==> src/rtl/core/vlz_pkg.sv <==
// Package: shared constants, codes and types of the voter lattice update block.
package vlz_pkg;

    // Lattice geometry; SIDE is a power of two so the torus wrap is a bit-field wrap.
    localparam int SIDE       = 64;
    localparam int SIDE_BITS  = $clog2(SIDE);
    localparam int ADDR_W     = 2 * SIDE_BITS;
    localparam int SITES      = SIDE * SIDE;

    // Field widths fixed by the interface.
    localparam int SITE_W     = 12;
    localparam int DIR_W      = 2;
    localparam int CNT_W      = 13;
    localparam int STEP_W     = 10;
    localparam int CERT_W     = 16;

    localparam logic [SITE_W:0]   SITE_LIMIT     = (SITE_W + 1)'(SITES);
    localparam int                THRESHOLD_MILLI = 1000;
    localparam logic [CERT_W-1:0] CERT_THRESHOLD = CERT_W'(THRESHOLD_MILLI);
    localparam logic [CERT_W-1:0] CERT_MAX       = '1;
    localparam logic [STEP_W-1:0] STEP_RESET     = STEP_W'(10);

    // Command codes.
    localparam logic CMD_LOAD   = 1'b0;
    localparam logic CMD_UPDATE = 1'b1;

    // Neighbor directions.
    localparam logic [DIR_W-1:0] DIR_RIGHT = 2'd0;
    localparam logic [DIR_W-1:0] DIR_LEFT  = 2'd1;
    localparam logic [DIR_W-1:0] DIR_UP    = 2'd2;
    localparam logic [DIR_W-1:0] DIR_DOWN  = 2'd3;

    // One lattice entry as stored in the site RAM.
    typedef struct packed {
        logic              loaded;
        logic              zealot;
        logic              spin;
        logic [CERT_W-1:0] cert;
    } site_word_t;

    localparam int WORD_W = $bits(site_word_t);

    // Result of the shared certainty unit.
    typedef struct packed {
        logic [CERT_W-1:0] cert;
        logic              at_threshold;
    } cert_res_t;

endpackage

==> src/rtl/core/vlz_cert_unit.sv <==
// Shared certainty unit: saturating add of the step and threshold compare.
module vlz_cert_unit
    import vlz_pkg::*;
(
    input  logic [CERT_W-1:0] cert,
    input  logic [STEP_W-1:0] step,
    output cert_res_t         res
);

    logic [CERT_W:0]   sum;
    logic [CERT_W-1:0] sat;

    assign sum = {1'b0, cert} + (CERT_W + 1)'(step);
    assign sat = sum[CERT_W] ? CERT_MAX : sum[CERT_W-1:0];

    assign res.cert         = sat;
    assign res.at_threshold = (sat >= CERT_THRESHOLD);

endmodule

==> config.mk <==
export PLATFORM = sky130hd
export DESIGN_NAME = vlz_cert_unit
export DESIGN_NICKNAME = d
export VERILOG_FILES = /design/src/rtl/core/vlz_pkg.sv /design/src/rtl/core/vlz_cert_unit.sv
export SDC_FILE = /design/constraint.sdc
export NUM_CORES = 1
export LEC_CHECK = 0
export BUFFER_PORTS_ARGS = -buffer_cell sky130_fd_sc_hd__buf_2
export CAP_MARGIN = 20
export CORE_ASPECT_RATIO = 1.25
export CORE_UTILIZATION = 40
export DETAILED_ROUTE_END_ITERATION = 10
export MAX_ROUTING_LAYER = met4
export PLACE_DENSITY = 0.72
export SLEW_MARGIN = 20
export SYNTH_ARGS = -nofsm -noshare
export SYNTH_HDL_FRONTEND = slang
export SYNTH_SLANG_ARGS = --single-unit
==> constraint.sdc <==
create_clock -name vclk -period 2.1
set_input_delay 0 -clock vclk [all_inputs]
set_output_delay 0 -clock vclk [all_outputs]
set_load 0.005 [all_outputs]
==> impl_metrics.env <==
export IMPL_status="complete, no violations"
export IMPL_clkPwrFrac_pct=0
export IMPL_cts_hold_buffers=0
export IMPL_path_cells="buf_2 > ha_1 > a211o_1 > a2111oi_4 > nand2_2 > a311o_1 > a32oi_1 > o211ai_1 > buf_2"
export IMPL_gp_congestion=0.879
export IMPL_path_max_fanout=4
export IMPL_seq_cell_count=0
export IMPL_p_sw_w=0.000192
export IMPL_period_share_pct=97.1
export IMPL_cpPeakStageDelay_ns=0.38
export IMPL_fin_crit_ns=2.04
export IMPL_nClkBuffers=0
export IMPL_ff_latch_area_um2=0
export IMPL_antenna_found_initial=0
export IMPL_pwr_share_seq_pct=0
export IMPL_netSwitchingFraction_pct=53.3
export IMPL_syn_area_per_cell_um2=7.07
export IMPL_p_comb_share_pct=100.0
export IMPL_antenna_left=0
export IMPL_synth_area_leader_cell="ha_1"
export IMPL_drt_vias_per_instance=6.10
export IMPL_portBuffers=43
export IMPL_slew_viol_final=0
export IMPL_dp_hpwl_mm=1.97
export IMPL_synth_warnings=0
export IMPL_dpl_cell_area_um2=1100
export IMPL_synthCells=117
export IMPL_row_count=18
export IMPL_hold_viol_final=0
export IMPL_vias=1105
export IMPL_power_w=0.000360
export IMPL_max_freq_mhz=490
export IMPL_n_antenna_cell=0
export IMPL_tightest_slew_ns=0.375
export IMPL_drt_first_pass_iters=4
export IMPL_ios=43
export IMPL_vdd_drop_max_v=0.000139
export IMPL_fillers=181
export IMPL_cp_required_ns=2.10
export IMPL_drive_above_1_share_pct=39.8
export IMPL_cp_slowest_cell="a2111oi_4"
export IMPL_grt_pass1_vias=887
export IMPL_core_area_um2=1960
export IMPL_route_detailed_drc=0
export IMPL_postSynthNetCount=154
export IMPL_leakage_nw=0.578
export IMPL_end_kind="output pin"
export IMPL_p_per_area_nw_per_um2=307
export IMPL_grt_max_degree=12
export IMPL_ys_types=45
export IMPL_wl_per_cell_um=13.4
export IMPL_die_y_um=52.8
export IMPL_fin_cells=181
export IMPL_path_class="in2out"
export IMPL_internal_power_w=0.000168
export IMPL_worstPathArrival_ns=2.04
export IMPL_ys_seq_area_share_pct=0
export IMPL_final_area_um2=1170
export IMPL_die_area_um2=2250
export IMPL_relSlewSlack_pct=74.7
export IMPL_yosys_top_cells_area="ha_1, xor2_1, nand2_1"
export IMPL_syn_area_um2=827
export IMPL_dp_cells=181
export IMPL_grt_remaining_overflow=0
export IMPL_postCtsSetupBuffers=0
export IMPL_drt_wl_total_mm=2.43
export IMPL_fp_dieW_um=42.7
export IMPL_synthTopCellsByCount="nand2_1, ha_1, a21oi_1, nor2_1, xor2_1"
export IMPL_rsz0062_at_grt="true"
export IMPL_hp_class="in2out"
export IMPL_cpMostUsedCell="buf_2"
export IMPL_start_util_pct=42.2
export IMPL_maxCapViolCount=0
export IMPL_grt_pass1_wl_mm=3.72
export IMPL_yosysTopAreaCellShare_pct=15.1
export IMPL_area_delta_synth_final_pct=41.8
export IMPL_yosysMostFrequentCell="nand2_1"
export IMPL_grt_usage_pct=20.9
export IMPL_startpoint_type="input pin"
export IMPL_drt_initial_drc_count=22
export IMPL_num_nets_final=200
export IMPL_setup_viol=0
layout make-up:
class / instances / area (um2) / area share, %
multi-input cells: 110 / 875 / 74.6
repair buffers: 47 / 258 / 22.0
well taps: 20 / 25.0 / 2.13
inverters: 4 / 15.0 / 1.28
logic make-up after synthesis:
group           synth area share [%]
simple gates                    25.3
xor+xnor                        11.6
mux                             2.72
fa+ha+maj                       17.5
compound gates                  39.5
buf+inv                         3.33
placed cells by master, fill, tap and decap left out, types with 2 or more instances in the layout:
cell	instances
buf_2	43
nand2_1	15
ha_1	9
a21oi_1	7
xor2_1	7
nor2_1	5
a21o_1	4
o21ai_0	4
inv_1	4
o211ai_1	4
xnor2_1	4
and3_1	3
nand3_1	3
buf_4	3
nand4_1	2
a21o_2	2
and2_1	2
nor3_1	2
o21ai_1	2
a2111oi_4	2
mux2_1	2
nand2b_1	2
o31ai_1	2
stage by stage:
step | setup TNS, ns | utilization, % | setup slack [ns] | hold slack [ns]
after global routing | -0.0300 | 59.8 | -0.0300 | 0.395
after detailed placement | -0.471 | 56.0 | -0.0959 | 0.365
after global placement | -0.0370 | 56.0 | -0.0363 | 0.354
after CTS | 0 | 57.3 | 0.0188 | 0.369
after floorplan | 0 | - | 0.293 | 0.111
final | 0 | 59.8 | 0.0611 | 0.367
power groups by stage:
stage               sequential [W]  combinational [W]  clock, W
finish                           0           0.000360         0
global route                     0           0.000395         0
CTS                              0           0.000340         0
detailed placement               0           0.000330         0
global placement                 0           0.000324         0
floorplan                        0           0.000208         0
critical path, delay by kind of cell:
family / cells / cell delay [ns]
AO/OA/AOI/OAI: 5 / 1.34
adder cells (fa/ha/maj): 1 / 0.29
buffers and inverters: 2 / 0.26
AND/OR/NAND/NOR: 1 / 0.14
timing repair:
item                                   in CTS  in global routing
endpoints found under the hold margin       0                  0
setup endpoints to repair                  14                 14
gates resized for setup                     6                 10
pin swaps                                   0                  6
routing by layer:
| layer | vias to the layer above | part of all wire, % | global-route usage, % |
|---|---|---|---|
| met5 | - | 0 | - |
| met4 | 0 | 1.3 | 5.21 |
| met3 | 4 | 4.0 | 0.345 |
| met2 | 47 | 52 | 39.9 |
| met1 | 519 | 43 | 23.9 |
| li1 | 535 | - | - |
worst paths after layout:
kind / cells past startpoint / endpoint / from
worst min-delay path: 4 / res[14] / cert[13]
worst max-delay path: 9 / res[0] / cert[1]
(Power assumes the default switching activity.)
