## config.mk

```make
export PLATFORM = sky130hd
export DESIGN_NAME = vlz_ram
export DESIGN_NICKNAME = d
export VERILOG_FILES = /design/src/rtl/core/vlz_ram.sv
export SDC_FILE = /design/constraint.sdc
export NUM_CORES = 1
export LEC_CHECK = 0
export BUFFER_PORTS_ARGS = -buffer_cell sky130_fd_sc_hd__buf_2
export CAP_MARGIN = 15
export CORE_MARGIN = 5
export CORE_UTILIZATION = 55
export DETAILED_ROUTE_END_ITERATION = 6
export PLACE_DENSITY_LB_ADDON = 0.08
export SLEW_MARGIN = 25
export SYNTH_ARGS = -nofsm -noshare
export SYNTH_HDL_FRONTEND = slang
export SYNTH_SLANG_ARGS = --single-unit
```

## constraint.sdc

```tcl
create_clock -name clk -period 3.4 [get_ports clk]
set_clock_uncertainty 0.1 [all_clocks]
set_input_delay 0.51 -clock clk [delete_from_list [all_inputs] [get_ports clk]]
set_output_delay 0.51 -clock clk [all_outputs]
set_load 0.02 [all_outputs]
```

## src/rtl/core/vlz_ram.sv

```systemverilog
// Generic single-write, single-read RAM with registered read data.
module vlz_ram #(
    parameter int WIDTH = 8,
    parameter int DEPTH = 16
) (
    input  logic                     clk,
    input  logic                     we,
    input  logic [$clog2(DEPTH)-1:0] waddr,
    input  logic [WIDTH-1:0]         wdata,
    input  logic [$clog2(DEPTH)-1:0] raddr,
    output logic [WIDTH-1:0]         rdata
);

    logic [WIDTH-1:0] mem [DEPTH];
    logic [WIDTH-1:0] rdata_reg;

    always_ff @(posedge clk)
    begin
        if (we)
        begin
            mem[waddr] <= wdata;
        end
        rdata_reg <= mem[raddr];
    end

    assign rdata = rdata_reg;

endmodule

```

==> results.yml, run 1 <==
status:
  outcome: "completed"
power_and_ir_drop:
  vdd_ir_drop_max_uv: 336.8
  pwr-share-clk_pct: 44.5
  power_density_nw_per_um2: 627.6
  intPower_mw: 2.966
  swShare_pct: 20.21
  seq_power_share_pct: 50.8
  power.switching_mw: 0.7514
  total_power_mw: 3.717
  power_leakage_nw: 1.995
  pwr-share-comb_pct: 4.7
sta:
  tns_ns: 0
  fmax_mhz: 521.9
  layout_setup_ws_ns: 1.484
  rsz0062_at_grt: "no"
  finalCritPeriodShare_pct: 56.35
  fin_crit_ns: 1.916
  hold-worst-slack_ns: 0.2891
  setup_viol: 0
  maxSlewHeadroom_pct: 36.55
  slew_viol_final: 0
  worst_slew_pin_slew_ns: 0.9482
  final_hold_viol_count: 0
yosys:
  ys.warnings.count: 0
  avgSynthCellArea_sq_um: 22.48
  ys_top_cells_by_count: "edfxtp_1, mux4_2, a22oi_1"
  synth_edf_count: 128
  yosysUniqueCellTypes: 19
  synthesis.area_sq_um: 5147
  synth_area_leaders: "edfxtp_1, mux4_2, mux4_1"
  postSynthCellCount: 229
  synth_area_leader_cell: "edfxtp_1"
  synth-seq-cells: 136
  async_reset_ff_share_pct: 0
  synth_top_cell_area_share_pct: 74.67
  syn_nets: 247
  synthFlopType: "edfxtp_1"
  yosysMostFrequentCell: "edfxtp_1"
  synth-seq-area-share_pct: 77.78
job:
  drv_cap: 0
critical_path:
  path_max_fanout: 17
  critPathLaunchType: "primary input"
  arrival_ns: 2.20
  crit_buf_inv: 2
  worst_setup_path_end_kind: "flip-flop"
  crit_path_start: "raddr[0]"
  worst_path_max_delay_cell: "mux4_1"
  ff2ff_setup_slack_ns: 1.94
  critPathTopFamily: "buffers and inverters"
  regToRegStartpoint: "mem[1][0]$_DFFE_PP_"
  crit_required_ns: 3.68
  worst-r2r-cell-count: 3
  reg2reg_to: "rdata[0]$_DFF_P_"
  max_stage_delay_ns: 0.59
  worstSetupPathType: "primary input to flip-flop"
  critical_path.cell_chain: "buf_2, buf_4, mux4_1, a22oi_1, nand2_1"
final_layout:
  antennaDiodeCount: 0
  fin_area_sq_um: 5923
  largest_reg_flops: 128
  finalNonFillerCells: 394
  nets: 290
  final_layout_size_suffix_gt1_share_pct: 27.21
  area_delta_synth_final_pct: 15.07
  final_util_pct: 64.41
cts:
  clock_sinks: 136
  ctsResizeCount: 0
  cts_tree: "built"
  htree_levels: 4
  cts_buffers: 17
  clkTransAtPathRegs_ns: 0.06
  postCtsSetupBuffers: 0
  cts_buffer_depth: 2
  clk_root_buffer_cell: "clkbuf_8"
  clk_latency_ns: 0.50
  ctsHoldBuffers: 0
routing:
  ant_nets: 0
  wl_per_cell_um: 24.53
  vias: 2390
  route.detailed.drc: 0
  first_iter_violations: 167
  dr.pass1.iters: 4
  routed_wl_mm: 9.663
  vias_per_cell: 6.066
place:
  place_hpwl_mm: 5.922
  place_congestion: 0.7300
  port_buffers: 25
  post_dp_cell_area_sq_um: 5393
  dp.cells: 364
  post-place-ws_ns: 0.9456
min_path:
  hold_end: "mem[4][0]$_DFFE_PP_"
  hold_depth: 1
  min_path_type: "primary input to flip-flop"
  hold_start: "wdata[0]"
die:
  rows: 35
  pin_count: 26
  initial_core_util_pct: 55.97
  dieArea_sq_um: 11390
  die_w_um: 106.7
  core_sq_um: 9196
  die_h_um: 106.7
grt:
  grt_max_degree: 33
  grt_pass1_vias: 2516
  overflow: 0
  track_usage_pct: 18.59
  grt_pass1_wl_mm: 14.80
  antenna_found_initial: 0
[kinds of logic after synthesis]
logic type / share of synthesized area (%)
flip-flops: 77.78
multiplexers: 15.02
AND/OR/NAND/NOR: 3.184
AO/OA/AOI/OAI: 2.334
buffers and inverters: 1.677
[cells in the final DEF, fill, tap and decap left out, types with 4 or more instances in the layout]
cell and count:
edfxtp_1 128, buf_2 25, mux4_2 18, a22oi_1 16, clkbuf_16 16, mux4_1 14, nor2_1 13, nand2_1 9
buf_4 9, dfxtp_1 8, nor3_1 4, clkinv_1 4
[worst max-delay path by stage]
stage	end	slack, ns	cells past startpoint
finish	rdata[5]$_DFF_P_	1.48	5
global route	rdata[5]$_DFF_P_	1.40	5
CTS	rdata[5]$_DFF_P_	1.47	5
detailed placement	rdata[7]$_DFF_P_	0.95	5
global placement	rdata[7]$_DFF_P_	0.96	5
floorplan	mem[0][0]$_DFFE_PP_	1.30	2
[worst reg2reg max path, cell delays in order (launching register included)]
cell and delay (ns):
edfxtp_1 0.37, mux4_1 0.51, a22oi_1 0.27, nand2_1 0.09
[final cells by class]
cell class	count	area, sq um
Clock buffer	19	421.7
Sequential cell	136	4004
Timing Repair Buffer	34	192.7
Fill cell	635	3273
Clock inverter	11	108.9
Tap cell	111	138.9
Multi-Input combinational cell	83	1057
[power by group through the flow]
| stage | sequential [mW] | clock, mW | combinational, mW |
|---|---|---|---|
| 2_1_floorplan | 1.93 | 0 | 0.0951 |
| 3_3_place_gp | 1.92 | 0 | 0.175 |
| 3_5_place_dp | 1.92 | 0 | 0.178 |
| 4_1_cts | 1.89 | 1.67 | 0.179 |
| 5_1_grt | 1.89 | 1.77 | 0.189 |
| 6_report | 1.89 | 1.65 | 0.176 |
[metal layers]
metal	vias to the layer above	GRT usage [%]	wire length, um
met2	77	28.87	4809
met3	9	4.997	530
li1	1058	-	-
met4	0	5.753	106
met5	-	0	0
met1	1246	26.12	4216
No activity file was read; power rests on OpenSTA's default activity.
==> run 2, diff against run 1 <==
--- a/config.mk
+++ b/config.mk
@@ -8,7 +8,7 @@
 export BUFFER_PORTS_ARGS = -buffer_cell sky130_fd_sc_hd__buf_2
 export CAP_MARGIN = 15
 export CORE_MARGIN = 5
-export CORE_UTILIZATION = 55
+export CORE_UTILIZATION = 54
 export DETAILED_ROUTE_END_ITERATION = 6
 export PLACE_DENSITY_LB_ADDON = 0.08
 export SLEW_MARGIN = 25
==> constraint.sdc (replaced) <==
create_clock -name clk -period 1.6 [get_ports clk]
set_clock_uncertainty 0.1 [all_clocks]
set_input_delay 0.24 -clock clk [delete_from_list [all_inputs] [get_ports clk]]
set_output_delay 0.24 -clock clk [all_outputs]
set_load 0.02 [all_outputs]
==> run 2 against run 1 <==
  * Global-route usage grew 0.94 points
  * Combinational power grew 140%
  * Utilization grew 3.3 points
  * Largest power group unchanged
  * Sequential share of layout area shrank 3.9 points
  * Via count grew 5.4%
  * Critical path type is now flip-flop to flip-flop
  * Total power grew 130%
==> results.yml, run 2 (synthesis gave the netlist of run 1 again) <==
critical_path:
  critical_path.cell_chain: "mux4_1, a22oi_2, buf_4, nand2_1"
  worst_setup_path_end_kind: "flip-flop"
  critPathLaunchType: "flip-flop"
  ff2ff_setup_slack_ns: 0.07
  crit_required_ns: 1.89
  cp_num_cells: 4
  worst_path_max_delay_cell: "mux4_1"
  max_stage_delay_ns: 0.52
  crit_buf_inv: 1
  worstSetupPathType: "flip-flop to flip-flop"
  worst-r2r-cell-count: 4
  critPathTopFamily: "multiplexers"
  arrival_ns: 1.82
  path_max_fanout: 1
place:
  place_hpwl_mm: 6.319
  port_buffers: 25
  place_congestion: 0.7031
sta:
  maxSlewHeadroom_pct: 41.81
  fmax_mhz: 654.9
  final_hold_viol_count: 0
  slew_viol_final: 0
  tns_ns: 0
  rsz0062_at_grt: "no"
  finalCritPeriodShare_pct: 95.43
  setup_viol: 0
  fin_crit_ns: 1.527
  worst_slew_pin_slew_ns: 0.8711
final_layout:
  fill_cells: 625
  nets: 314
  final_util_pct: 67.72
  antennaDiodeCount: 0
  layout_commonest_cell: "edfxtp_1"
  area_delta_synth_final_pct: 22.14
  multiInputGateArea_sq_um: 1067
  final_layout_size_suffix_gt1_share_pct: 35.28
  seq_area_sq_um: 4004
  mostFrequentLayoutCells: "edfxtp_1, buf_4, buf_2, mux4_2, clkbuf_16"
  largest_reg_flops: 128
grt:
  grt_pass1_vias: 2620
  grt_pass1_wl_mm: 15.57
  track_usage_pct: 19.53
  overflow: 0
  antenna_found_initial: 0
  grt_max_degree: 19
cts:
  clk_latency_ns: 0.51
  clkTransAtPathRegs_ns: 0.06
  clock_sinks: 136
  cts_buffers: 17
  clk_root_buffer_cell: "clkbuf_8"
  htree_levels: 4
  cts_tree: "built"
  cts_buffer_depth: 2
  postCtsSetupBuffers: 0
die:
  die_h_um: 107.6
  die_w_um: 107.6
  pin_count: 26
  dieArea_sq_um: 11590
  core_sq_um: 9284
  initial_core_util_pct: 55.44
  rows: 35
min_path:
  min_path_type: "primary input to flip-flop"
  hold_depth: 1
routing:
  dr.pass1.iters: 4
  ant_nets: 0
  first_iter_violations: 173
  route.detailed.drc: 0
  wl_per_cell_um: 23.14
  vias_per_cell: 5.751
  routed_wl_mm: 10.13
  vias: 2519
power_and_ir_drop:
  total_power_mw: 8.402
  power_leakage_nw: 2.178
  pwr-share-comb_pct: 5.1
  power.switching_mw: 1.694
  pwr-share-clk_pct: 47.2
  swShare_pct: 20.17
  intPower_mw: 6.708
  power_density_nw_per_um2: 1336
  vdd_ir_drop_max_uv: 680.1
  seq_power_share_pct: 47.7
status:
  outcome: "completed"
job:
  drv_cap: 0
[run 2: cell count changes in the layout (fill, tap and decap cells not counted)]
cell	before	now
clkbuf_1	2	0
inv_6	0	3
clkinv_1	4	0
buf_4	9	26
nor3_2	0	1
clkinv_2	2	3
dlygate4sd3_1	0	2
nor3_1	4	3
clkinvlp_4	2	4
a22oi_2	0	1
bufinv_16	2	4
a22oi_1	16	15
buf_12	0	5
[run 2: through the flow]
step / hold WS, ns / cell area (sq um) / instances / worst slack (ns)
floorplan: 0.2389 / 5152 / 229 / -0.006146
global placement: 0.5307 / 5648 / 404 / -0.1489
detailed placement: 0.5353 / 5648 / 404 / -0.1276
CTS: 0.003112 / 6282 / 438 / 0.03736
global route: 0.005411 / 6287 / 438 / 0.01033
finish: 0.02471 / 6287 / 438 / 0.07311
[run 2: final cells by class]
cell class                      instances  share of cell area (%)
Clock inverter                         15                   3.184
Multi-Input combinational cell         83                   16.98
Clock buffer                           17                   6.587
Timing Repair Buffer                   58                   7.005
Sequential cell                       136                   63.68
Tap cell                              129                   2.567
[run 2: final timing paths]
check,end,start
worst max-delay path,rdata[0]$_DFF_P_,mem[1][0]$_DFFE_PP_
worst min-delay path,mem[6][5]$_DFFE_PP_,wdata[5]
worst max register to register,rdata[0]$_DFF_P_,mem[1][0]$_DFFE_PP_
worst min register to register,rdata[6]$_DFF_P_,mem[15][6]$_DFFE_PP_
[run 2: per-layer routing]
metal  part of all wire, %  wire (um)  global-route usage (%)
met3                   8.7        881                   6.239
met5                     0          0                       0
met1                    41       4118                   26.90
met4                  0.26         26                   5.320
met2                    50       5108                   30.46
[run 2: power by group through the flow]
stage	clock [mW]	sequential, mW	combinational [mW]
after floorplan	0	4.10	0.202
after global placement	0	4.08	0.421
after detailed placement	0	4.08	0.424
after CTS	4.02	4.01	0.433
after global routing	4.20	4.01	0.461
final	3.97	4.01	0.428
[run 2: repair_timing]
| item | 4_1_cts | 5_1_grt |
|---|---|---|
| endpoints found under the hold margin | 18 | 0 |
| gates resized for setup | 0 | 1 |
| hold buffers | 2 | 0 |
| endpoints found under the setup margin | 0 | 1 |
